**config.mk**
```make
export PLATFORM = sky130hd
export DESIGN_NAME = gf65536_composite_field_alu_core
export DESIGN_NICKNAME = d
export VERILOG_FILES = /design/src/rtl/gfalu_pkg.sv /design/src/rtl/gf65536_composite_field_alu_core.sv
export SDC_FILE = /design/constraint.sdc
export NUM_CORES = 1
export LEC_CHECK = 0
export BUFFER_PORTS_ARGS = -buffer_cell sky130_fd_sc_hd__buf_4
export CAP_MARGIN = 20
export CORE_ASPECT_RATIO = 1.25
export CORE_UTILIZATION = 55
export CTS_CLUSTER_DIAMETER = 150
export DETAILED_ROUTE_END_ITERATION = 10
export PLACE_DENSITY_LB_ADDON = 0.05
export SLEW_MARGIN = 20
export SYNTH_ARGS = -nofsm -noshare
export SYNTH_HDL_FRONTEND = slang
export SYNTH_SLANG_ARGS = --single-unit
```
**constraint.sdc**
```tcl
create_clock -name clk -period 3.7 [get_ports clk]
set_clock_uncertainty 0.2 [all_clocks]
set_input_delay 0 -clock clk [delete_from_list [all_inputs] [get_ports clk]]
set_output_delay 0 -clock clk [all_outputs]
set_load 0.005 [all_outputs]
```
**src/rtl/gfalu_pkg.sv**
```systemverilog
// Shared types, operation codes and GF(2^8) helper functions for the GF(2^16) arithmetic unit.
`timescale 1ns / 1ps

package gfalu_pkg;

    // Operation codes carried in the func field.
    typedef enum logic [1:0] {
        FUNC_MUL = 2'd0,
        FUNC_DIV = 2'd1,
        FUNC_INV = 2'd2,
        FUNC_POW = 2'd3
    } func_t;

    // x^-1 = x^(2^16 - 2) in the multiplicative group of order 65535.
    localparam logic [15:0] INV_EXP = 16'hFFFE;

    // The tail coefficient of z^2 + z + 32 is 32 = x^5 in GF(2^8).
    localparam int TAIL_SHIFTS = 5;

    // Multiply a GF(2^8) element by x, reducing with the low byte of the polynomial.
    function automatic logic [7:0] gf_xtime(input logic [7:0] v, input logic [7:0] red);
        gf_xtime = {v[6:0], 1'b0} ^ (v[7] ? red : 8'h00);
    endfunction

    // Multiply a GF(2^8) element by the tail coefficient 32.
    function automatic logic [7:0] gf_mul_tail(input logic [7:0] v, input logic [7:0] red);
        logic [7:0] t;
        t = v;
        for (int i = 0; i < TAIL_SHIFTS; i++)
        begin
            t = gf_xtime(t, red);
        end
        gf_mul_tail = t;
    endfunction

endpackage

```
**src/rtl/gf65536_composite_field_alu_core.sv**
```systemverilog
// Top level of the GF(2^16) composite-field arithmetic unit with a bit-serial multiplier.
`timescale 1ns / 1ps

// This block performs multiply, divide, inverse and power in GF(2^16), built as
// GF(2^8)[z]/(z^2 + z + 32), where the GF(2^8) reduction polynomial is held in a
// configuration register (reset 0x11D; bit 8 is always taken as set). All work runs on
// one shared field multiplier that consumes one bit of each byte of its second operand
// per cycle; a field multiply is 8 shift steps plus one step to combine the partial
// bytes. Inverse and power use square-and-multiply over a 16-bit exponent: 16 squarings
// plus one multiply for every set exponent bit. A divide adds one final multiply by the
// dividend. Divide by zero and inverse of zero skip the arithmetic and return a zero
// result with no_answer set. One item is worked on at a time; a new input beat is
// taken as soon as the unit is idle, even while the previous result beat still waits
// in the output register. Configuration writes are always ready and must only be
// issued while the unit is idle.
module gf65536_composite_field_alu_core
    import gfalu_pkg::*;
(
    input  logic        clk,
    input  logic        rst_n,

    // Configuration write channel: GF(2^8) reduction polynomial.
    input  logic        cfg_valid,
    output logic        cfg_ready,
    input  logic [8:0]  cfg_data,

    // Input beats. s_tdata fields from bit 0 up: func[1:0], operand_a[17:2],
    // operand_b[33:18], exponent[50:34], zero fill[55:51].
    input  logic        s_tvalid,
    output logic        s_tready,
    input  logic [55:0] s_tdata,

    // Result beats. m_tdata fields from bit 0 up: result[15:0], no_answer[16],
    // zero fill[23:17].
    output logic        m_tvalid,
    input  logic        m_tready,
    output logic [23:0] m_tdata
);

    typedef enum logic [1:0] {
        ST_IDLE,
        ST_RUN,
        ST_FIN
    } state_t;

    // What the multiply in flight stands for.
    typedef enum logic [1:0] {
        KIND_SQ,
        KIND_MULB,
        KIND_FINAL,
        KIND_FLAG
    } kind_t;

    state_t      state_reg, state_next;
    kind_t       kind_reg, kind_next;
    logic [2:0]  step_reg, step_next;
    logic [3:0]  cnt_reg, cnt_next;
    func_t       func_reg, func_next;
    logic [7:0]  poly_reg, poly_next;
    logic        out_valid_reg, out_valid_next;

    logic [15:0] mx_reg, mx_next;
    logic [15:0] my_reg, my_next;
    logic [7:0]  hh_reg, hh_next;
    logic [7:0]  hl_reg, hl_next;
    logic [7:0]  lh_reg, lh_next;
    logic [7:0]  ll_reg, ll_next;
    logic [15:0] base_reg, base_next;
    logic [15:0] akeep_reg, akeep_next;
    logic [15:0] e_reg, e_next;
    logic [15:0] out_result_reg, out_result_next;
    logic        out_flag_reg, out_flag_next;

    // Input field views.
    func_t       in_func;
    logic [15:0] in_a;
    logic [15:0] in_b;
    logic [16:0] in_e;
    logic [15:0] pow_exp;

    logic [15:0] product;
    logic        out_free;

    logic        start_req;
    logic [15:0] start_x;
    logic [15:0] start_y;
    kind_t       start_kind;

    assign in_func = func_t'(s_tdata[1:0]);
    assign in_a    = s_tdata[17:2];
    assign in_b    = s_tdata[33:18];
    assign in_e    = s_tdata[50:34];

    // Exponents that are zero or negative get the group order added; the lowest
    // 17-bit code wraps once more and lands on 65534.
    always_comb
    begin
        if (in_e == 17'h10000)
        begin
            pow_exp = INV_EXP;
        end
        else if (in_e[16] || (in_e == 17'h00000))
        begin
            pow_exp = in_e[15:0] - 16'd1;
        end
        else
        begin
            pow_exp = in_e[15:0];
        end
    end

    // Combine the four byte products: hi = hl + lh + hh, lo = ll + 32 * hh.
    assign product = {hl_reg ^ lh_reg ^ hh_reg, ll_reg ^ gf_mul_tail(hh_reg, poly_reg)};

    assign out_free  = !out_valid_reg || m_tready;
    assign s_tready  = (state_reg == ST_IDLE);
    assign cfg_ready = 1'b1;
    assign m_tvalid  = out_valid_reg;
    assign m_tdata   = {7'd0, out_flag_reg, out_result_reg};

    always_comb
    begin
        state_next      = state_reg;
        kind_next       = kind_reg;
        step_next       = step_reg;
        cnt_next        = cnt_reg;
        func_next       = func_reg;
        poly_next       = poly_reg;
        out_valid_next  = out_valid_reg;
        mx_next         = mx_reg;
        my_next         = my_reg;
        hh_next         = hh_reg;
        hl_next         = hl_reg;
        lh_next         = lh_reg;
        ll_next         = ll_reg;
        base_next       = base_reg;
        akeep_next      = akeep_reg;
        e_next          = e_reg;
        out_result_next = out_result_reg;
        out_flag_next   = out_flag_reg;
        start_req       = 1'b0;
        start_x         = product;
        start_y         = product;
        start_kind      = KIND_SQ;

        if (cfg_valid)
        begin
            poly_next = cfg_data[7:0];
        end

        if (out_valid_reg && m_tready)
        begin
            out_valid_next = 1'b0;
        end

        unique case (state_reg)
            ST_IDLE:
            begin
                if (s_tvalid)
                begin
                    func_next  = in_func;
                    akeep_next = in_a;
                    cnt_next   = 4'd15;
                    unique case (in_func)
                        FUNC_MUL:
                        begin
                            start_req  = 1'b1;
                            start_x    = in_a;
                            start_y    = in_b;
                            start_kind = KIND_FINAL;
                        end
                        FUNC_DIV:
                        begin
                            if (in_b == 16'd0)
                            begin
                                kind_next  = KIND_FLAG;
                                state_next = ST_FIN;
                            end
                            else
                            begin
                                base_next  = in_b;
                                e_next     = INV_EXP;
                                start_req  = 1'b1;
                                start_x    = 16'd1;
                                start_y    = 16'd1;
                                start_kind = KIND_SQ;
                            end
                        end
                        FUNC_INV:
                        begin
                            if (in_a == 16'd0)
                            begin
                                kind_next  = KIND_FLAG;
                                state_next = ST_FIN;
                            end
                            else
                            begin
                                base_next  = in_a;
                                e_next     = INV_EXP;
                                start_req  = 1'b1;
                                start_x    = 16'd1;
                                start_y    = 16'd1;
                                start_kind = KIND_SQ;
                            end
                        end
                        FUNC_POW:
                        begin
                            base_next  = in_a;
                            e_next     = pow_exp;
                            start_req  = 1'b1;
                            start_x    = 16'd1;
                            start_y    = 16'd1;
                            start_kind = KIND_SQ;
                        end
                        default:
                        begin
                        end
                    endcase
                end
            end

            ST_RUN:
            begin
                // Horner step, most significant multiplier bit first.
                hh_next   = gf_xtime(hh_reg, poly_reg) ^ (my_reg[15] ? mx_reg[15:8] : 8'h00);
                hl_next   = gf_xtime(hl_reg, poly_reg) ^ (my_reg[7]  ? mx_reg[15:8] : 8'h00);
                lh_next   = gf_xtime(lh_reg, poly_reg) ^ (my_reg[15] ? mx_reg[7:0]  : 8'h00);
                ll_next   = gf_xtime(ll_reg, poly_reg) ^ (my_reg[7]  ? mx_reg[7:0]  : 8'h00);
                my_next   = {my_reg[14:0], 1'b0};
                step_next = step_reg + 3'd1;
                if (step_reg == 3'd7)
                begin
                    state_next = ST_FIN;
                end
            end

            ST_FIN:
            begin
                unique case (kind_reg)
                    KIND_SQ, KIND_MULB:
                    begin
                        if ((kind_reg == KIND_SQ) && e_reg[15])
                        begin
                            start_req  = 1'b1;
                            start_x    = product;
                            start_y    = base_reg;
                            start_kind = KIND_MULB;
                        end
                        else if (cnt_reg != 4'd0)
                        begin
                            cnt_next   = cnt_reg - 4'd1;
                            e_next     = {e_reg[14:0], 1'b0};
                            start_req  = 1'b1;
                            start_kind = KIND_SQ;
                        end
                        else if (func_reg == FUNC_DIV)
                        begin
                            start_req  = 1'b1;
                            start_x    = product;
                            start_y    = akeep_reg;
                            start_kind = KIND_FINAL;
                        end
                        else if (out_free)
                        begin
                            out_valid_next  = 1'b1;
                            out_result_next = product;
                            out_flag_next   = 1'b0;
                            state_next      = ST_IDLE;
                        end
                    end
                    KIND_FINAL:
                    begin
                        if (out_free)
                        begin
                            out_valid_next  = 1'b1;
                            out_result_next = product;
                            out_flag_next   = 1'b0;
                            state_next      = ST_IDLE;
                        end
                    end
                    KIND_FLAG:
                    begin
                        if (out_free)
                        begin
                            out_valid_next  = 1'b1;
                            out_result_next = 16'd0;
                            out_flag_next   = 1'b1;
                            state_next      = ST_IDLE;
                        end
                    end
                    default:
                    begin
                    end
                endcase
            end

            default:
            begin
                state_next = ST_IDLE;
            end
        endcase

        // Load the shared multiplier with a fresh operand pair.
        if (start_req)
        begin
            mx_next    = start_x;
            my_next    = start_y;
            hh_next    = 8'h00;
            hl_next    = 8'h00;
            lh_next    = 8'h00;
            ll_next    = 8'h00;
            step_next  = 3'd0;
            kind_next  = start_kind;
            state_next = ST_RUN;
        end
    end

    // Control state and registered outputs.
    always_ff @(posedge clk or negedge rst_n)
    begin
        if (!rst_n)
        begin
            state_reg     <= ST_IDLE;
            kind_reg      <= KIND_FINAL;
            step_reg      <= 3'd0;
            cnt_reg       <= 4'd0;
            func_reg      <= FUNC_MUL;
            poly_reg      <= 8'h1D;
            out_valid_reg <= 1'b0;
        end
        else
        begin
            state_reg     <= state_next;
            kind_reg      <= kind_next;
            step_reg      <= step_next;
            cnt_reg       <= cnt_next;
            func_reg      <= func_next;
            poly_reg      <= poly_next;
            out_valid_reg <= out_valid_next;
        end
    end

    // Datapath registers; their contents only matter under the control state above.
    always_ff @(posedge clk)
    begin
        mx_reg         <= mx_next;
        my_reg         <= my_next;
        hh_reg         <= hh_next;
        hl_reg         <= hl_next;
        lh_reg         <= lh_next;
        ll_reg         <= ll_next;
        base_reg       <= base_next;
        akeep_reg      <= akeep_next;
        e_reg          <= e_next;
        out_result_reg <= out_result_next;
        out_flag_reg   <= out_flag_next;
    end

endmodule

```
==> flow_summary.ini, run 1 <==
[die]
ioPinCount = 97
fp.coreArea_um2 = 16300
fp.dieW_um = 118
die_height_um = 147
rows = 52
die-area_um2 = 17300
start_util_pct = 56.7

[sta]
max_freq_mhz = 294
tns_ps = 0
tightest_slew_ps = 1020
final_max_slew_viol_count = 0
setup_viol = 0
setup_ws_ps = 302
fin_crit_sh_pct = 91.8
rsz0062_at_grt = false
hold_viol = 0
fin_crit_ps = 3400
slew_headroom_pct = 32.1

[status]
outcome = complete, no violations

[setup_path]
crit_path_cell_trace = dlygate4sd3_1 > buf_4 > or3_1 > nor3_2 > buf_4 > a31oi_1 > or4_1 > nor2_2 > nand3b_1 > xor2_1 > dlygate4sd3_1 > a21oi_1
rr_worst_depth = 8
arrival_ps = 3350
r2r_slack_ps = 330
crit_type = in2reg
crit_fanout = 7
r2r-start = poly_reg[6]
end_kind = flop
cp_slowest_stage_delay_ps = 580
worst_r2r_endpoint = out_result_reg[1]
required_ps = 3650
critPathLaunchType = input pin
cpMaxStageDelayCell = dlygate4sd3_1

[cells_and_area]
drive_gt1_share_pct = 15.8
fillCellCount = 1276
syn_to_final_growth_pct = 24.5
nets = 1270
stdcell_count = 1419
fin_area_um2 = 11500
diodes = 0

[drt]
drc_errors = 0
ant_nets = 0
first_iter_violations = 703
drt-pass1-iter-count = 6
wire_per_inst_um = 19.0
vias_per_cell = 5.76
finalWirelength_um = 26900
num_vias = 8174

[yosys]
yosysWarningCount = 0
yosysUniqueCellTypes = 63
synthTopCellsByArea = edfxtp_1 (32%), dfxtp_1 (7.0%), xnor2_1 (6.7%)
synth_top_area_share_pct = 31.6
avgSynthCellArea_um2 = 8.87
synth_edf_count = 97
yosys-top-cells-count = nand2_1 (140), nor2_1 (125), a21oi_1 (114), edfxtp_1 (97), o21ai_0 (71)
synth_area_um2 = 9220
yosysTopAreaCell = edfxtp_1
synth_flop_cell = edfxtp_1
ys_seq_elements = 151
async_flop_share_pct = 14.6
yosysMostFrequentCell = nand2_1
postSynthCellCount = 1039
seq_area_frac_synth_pct = 44.6

[power]
vdd_ir_drop_max_uv = 382
powerDensity_nw_per_um2 = 830
leakagePower_nw = 4.34
finalPower_mw = 9.52

[place]
dp_hpwl_um = 17900
post-place-ws_ps = 333
io_buffer_count = 82
post_dp_cell_area_um2 = 10000
dp_cells = 1298
place.gp.congestion = 0.906

[clock_network]
root_buffer = clkbuf_16
cts_buffers = 17
clk_pin_slew_ps = 70
cts_tree = yes
clockBufferDepth = 2
htreeDepth = 4
cts_num_sinks = 151
clock_latency_ps = 430

[global_routing]
grt_max_degree = 54
gr-usage-all-layers_pct = 32.5
grt_pass1_vias = 8021
grt_pass1_wl_um = 43000
grt.overflow.total = 0
antenna_found_initial = 0

[worst_hold_path]
min_path_type = in2reg
hold_depth = 5
hold_start = m_tready
min_to = out_flag_reg

[flow_run]
maxCapViolCount = 0
[routing by layer]
layer | share of wire, % | vias up | routed length [um] | track usage [%]
met4 | 3.7 | 0 | 1000 | 15.3
met1 | 39 | 3912 | 10500 | 38.9
met5 | 0 | - | 0 | 0
li1 | - | 3891 | - | -
met3 | 5.8 | 61 | 1550 | 5.24
met2 | 51 | 310 | 13800 | 57.1
[worst max-delay path, delay by kind of cell]
family,cells,cell delay (ps)
XOR/XNOR,1,170
AO/OA/AOI/OAI,2,260
buffers and inverters,4,1440
AND/OR/NAND/NOR,5,1480
[stage by stage]
stage / util, % / hold slack [ps]
5_1_grt: 70.5 / 51.8
3_5_place_dp: 61.6 / -289
2_1_floorplan: - / -496
6_report: 70.5 / 28.2
3_3_place_gp: 61.6 / -287
4_1_cts: 70.5 / 2.99
[worst max-delay path by stage]
| stage | from | end | depth (start not counted) |
|---|---|---|---|
| 6_report | s_tdata[38] | e_reg[9] | 12 |
| 5_1_grt | poly_reg[6] | out_result_reg[6] | 8 |
| 4_1_cts | poly_reg[7] | out_result_reg[1] | 8 |
| 3_5_place_dp | poly_reg[7] | out_result_reg[2] | 8 |
| 3_3_place_gp | poly_reg[7] | out_result_reg[2] | 8 |
| 2_1_floorplan | cnt_reg[0] | out_flag_reg | 6 |
[where the power goes]
part	switching (mW)	internal [mW]
Sequential	0.494	2.63
Combinational	2.78	1.96
Clock	0.731	0.929
[area by class of cell]
cell class	instances	area (um^2)	share of cell area [%]
sequential	151	4110	35.8
tap	216	270	2.36
multi-input combinational	794	4700	41.0
timing repair buffer	203	1750	15.2
clock buffer	18	429	3.74
clock inverter	14	125	1.09
inverter	23	86.3	0.753
[cell families after synthesis]
logic type	Yosys count	synth area share, %
other	2	0.0815
XOR/XNOR	121	12.2
buffers and inverters	100	4.85
AO/OA/AOI/OAI	234	14.2
flip-flops	151	44.6
AND/OR/NAND/NOR	397	19.8
adder cells (fa/ha/maj)	10	1.36
multiplexers	24	2.86
[repair_timing]
item,in CTS,in global routing
hold buffers,89,0
setup buffers,0,0
endpoints found under the setup margin,0,9
resized for setup,0,1
endpoints found under the hold margin,115,0
[cell usage in the layout (no fill, tap or decap), drive strengths merged, types with 4 or more instances in the layout]
master,instances
a21oi,114
ha,10
dlygate4sd3,89
or3,4
inv,27
o22ai,12
o21ai,74
nand2,140
xnor2,70
clkbuf,18
nor4,10
nor3b,6
dfxtp,32
xnor3,5
xor2,46
or3b,9
o211ai,9
buf,114
a211oi,7
and2,4
dfrtp,17
nand3,30
mux2,19
dfstp,5
nand2b,8
conb,8
nor2,126
nor2b,8
and3,9
mux2i,5
nor3,28
clkinv,7
edfxtp,97
Note: power is estimated with default switching activity, not from simulation.
==> run 2: changes to the inputs <==
Settings changed: BUFFER_PORTS_ARGS -buffer_cell sky130_fd_sc_hd__buf_4 to -buffer_cell sky130_fd_sc_hd__clkbuf_2.
==> run 2 against run 1 <==
Clock power rose by 3%; routed wire length rose by 1.4%; first-iteration DRC count shrank 5.5%; die area stayed put; register-to-register slack lost 70 ps; largest cell class unchanged; largest power group unchanged.
==> flow_summary.ini, run 2 (same netlist as run 1, synthesis figures left out) <==
[global_routing]
grt.met1_usage_pct = 38.8
use_met3_pct = 4.93
busiest_layer = met2
grt_pass1_wl_um = 43400
grt.overflow.total = 0
gr-usage-all-layers_pct = 32.8
antenna_found_initial = 0
grt_max_degree = 53
gr-usage-met2_pct = 56.9
grt_pass1_vias = 8212

[drt]
wire_per_inst_um = 19.2
finalWirelength_um = 27300
drt-pass1-iter-count = 5
ant_nets = 0
vias_per_cell = 5.79
num_vias = 8222
first_iter_violations = 664
drc_errors = 0

[clock_network]
root_buffer = clkbuf_16
clockBufferDepth = 2
cts_buffers = 17
clock_latency_ps = 430
htreeDepth = 4
postCtsSetupBuffers = 0
clk_pin_slew_ps = 70
cts_num_sinks = 151
cts_tree = yes

[die]
rows = 52
start_util_pct = 56.7
fp.coreArea_um2 = 16300
die-area_um2 = 17300
fp.dieW_um = 118
ioPinCount = 97
die_height_um = 147

[sta]
setup_viol = 0
tns_ps = 0
hold_viol = 0
whs_ps = 21.4
fin_crit_sh_pct = 93.9
fin_crit_ps = 3470
tightest_slew_ps = 878
slew_headroom_pct = 41.2
final_max_slew_viol_count = 0
max_freq_mhz = 288
rsz0062_at_grt = false

[setup_path]
required_ps = 3650
worst_r2r_endpoint = mx_reg[6]
crit_fanout = 7
critPathLaunchType = input pin
crit_type = in2reg
arrival_ps = 3430
r2r_slack_ps = 260
r2r-start = poly_reg[7]
end_kind = flop
rr_worst_depth = 8

[place]
dp_hpwl_um = 17800
io_buffer_count = 82
place.gp.congestion = 0.889

[worst_hold_path]
hold_depth = 5
hold_start = m_tready
min_to = out_flag_reg
min_path_type = in2reg

[power]
powerDensity_nw_per_um2 = 846
vdd_ir_drop_max_uv = 451
finalPower_mw = 9.55
leakagePower_nw = 4.30

[cells_and_area]
syn_to_final_growth_pct = 22.5
diodes = 0
nets = 1271
layout_common_cells = nand2_1 (140), nor2_1 (124), a21oi_1 (114)
layout_commonest_cell = nand2_1
drive_gt1_share_pct = 15.9

[status]
outcome = complete, no violations

[flow_run]
maxCapViolCount = 0
-- run 2: timing repair --
| action | 4_1_cts | 5_1_grt |
|---|---|---|
| resized for setup | 0 | 1 |
| endpoints found under the hold margin | 114 | 0 |
| endpoints found under the setup margin | 0 | 2 |
| hold buffers | 88 | 0 |
-- run 2: area by class of cell --
type,count,area [um^2]
Fill cell,1327,4980
Multi-Input combinational cell,794,4710
Sequential cell,151,4110
Timing Repair Buffer,204,1550
Clock buffer,18,429
Tap cell,216,270
Clock inverter,14,140
Inverter,23,86.3
-- run 2: critical path, cell delays in order --
cell,delay (ps)
dlygate4sd3_1,550
clkbuf_2,150
or3_1,430
nor3_2,170
buf_4,160
a31oi_1,190
or4_1,480
nor2_2,290
nand3b_1,160
xor2_1,180
dlygate4sd3_1,590
a21oi_1,80
-- run 2: stage by stage --
stage | setup WS, ps | cells | area (um^2) | util (%)
after floorplan | 448 | 1045 | 9240 | -
after global placement | 447 | 1300 | 9830 | 60.5
after detailed placement | 330 | 1300 | 9830 | 60.5
after CTS | 320 | 1420 | 11300 | 69.4
after global routing | 12.4 | 1420 | 11300 | 69.4
final | 225 | 1420 | 11300 | 69.4
-- run 2: worst max-delay path by stage --
stage	cells after the start	slack, ps	to	startpoint
after global routing	8	10	my_reg[4]	poly_reg[7]
final	12	230	e_reg[9]	s_tdata[38]
after global placement	8	450	out_result_reg[5]	poly_reg[7]
after detailed placement	8	330	out_result_reg[5]	poly_reg[7]
after floorplan	6	450	out_flag_reg	cnt_reg[0]
after CTS	8	320	out_result_reg[5]	poly_reg[7]
-- run 2: per-layer routing --
metal | wire length, um | share of wire, %
met1 | 10600 | 39
met2 | 13800 | 51
met3 | 1540 | 5.6
met4 | 1350 | 4.9
met5 | 0 | 0
-- run 2: report_power, final --
group,switching [mW],leakage (nW),internal (mW),total (mW)
sequential,0.530,1.41,2.63,3.16
clock,0.765,0.269,0.943,1.71
combinational,2.77,2.61,1.91,4.68
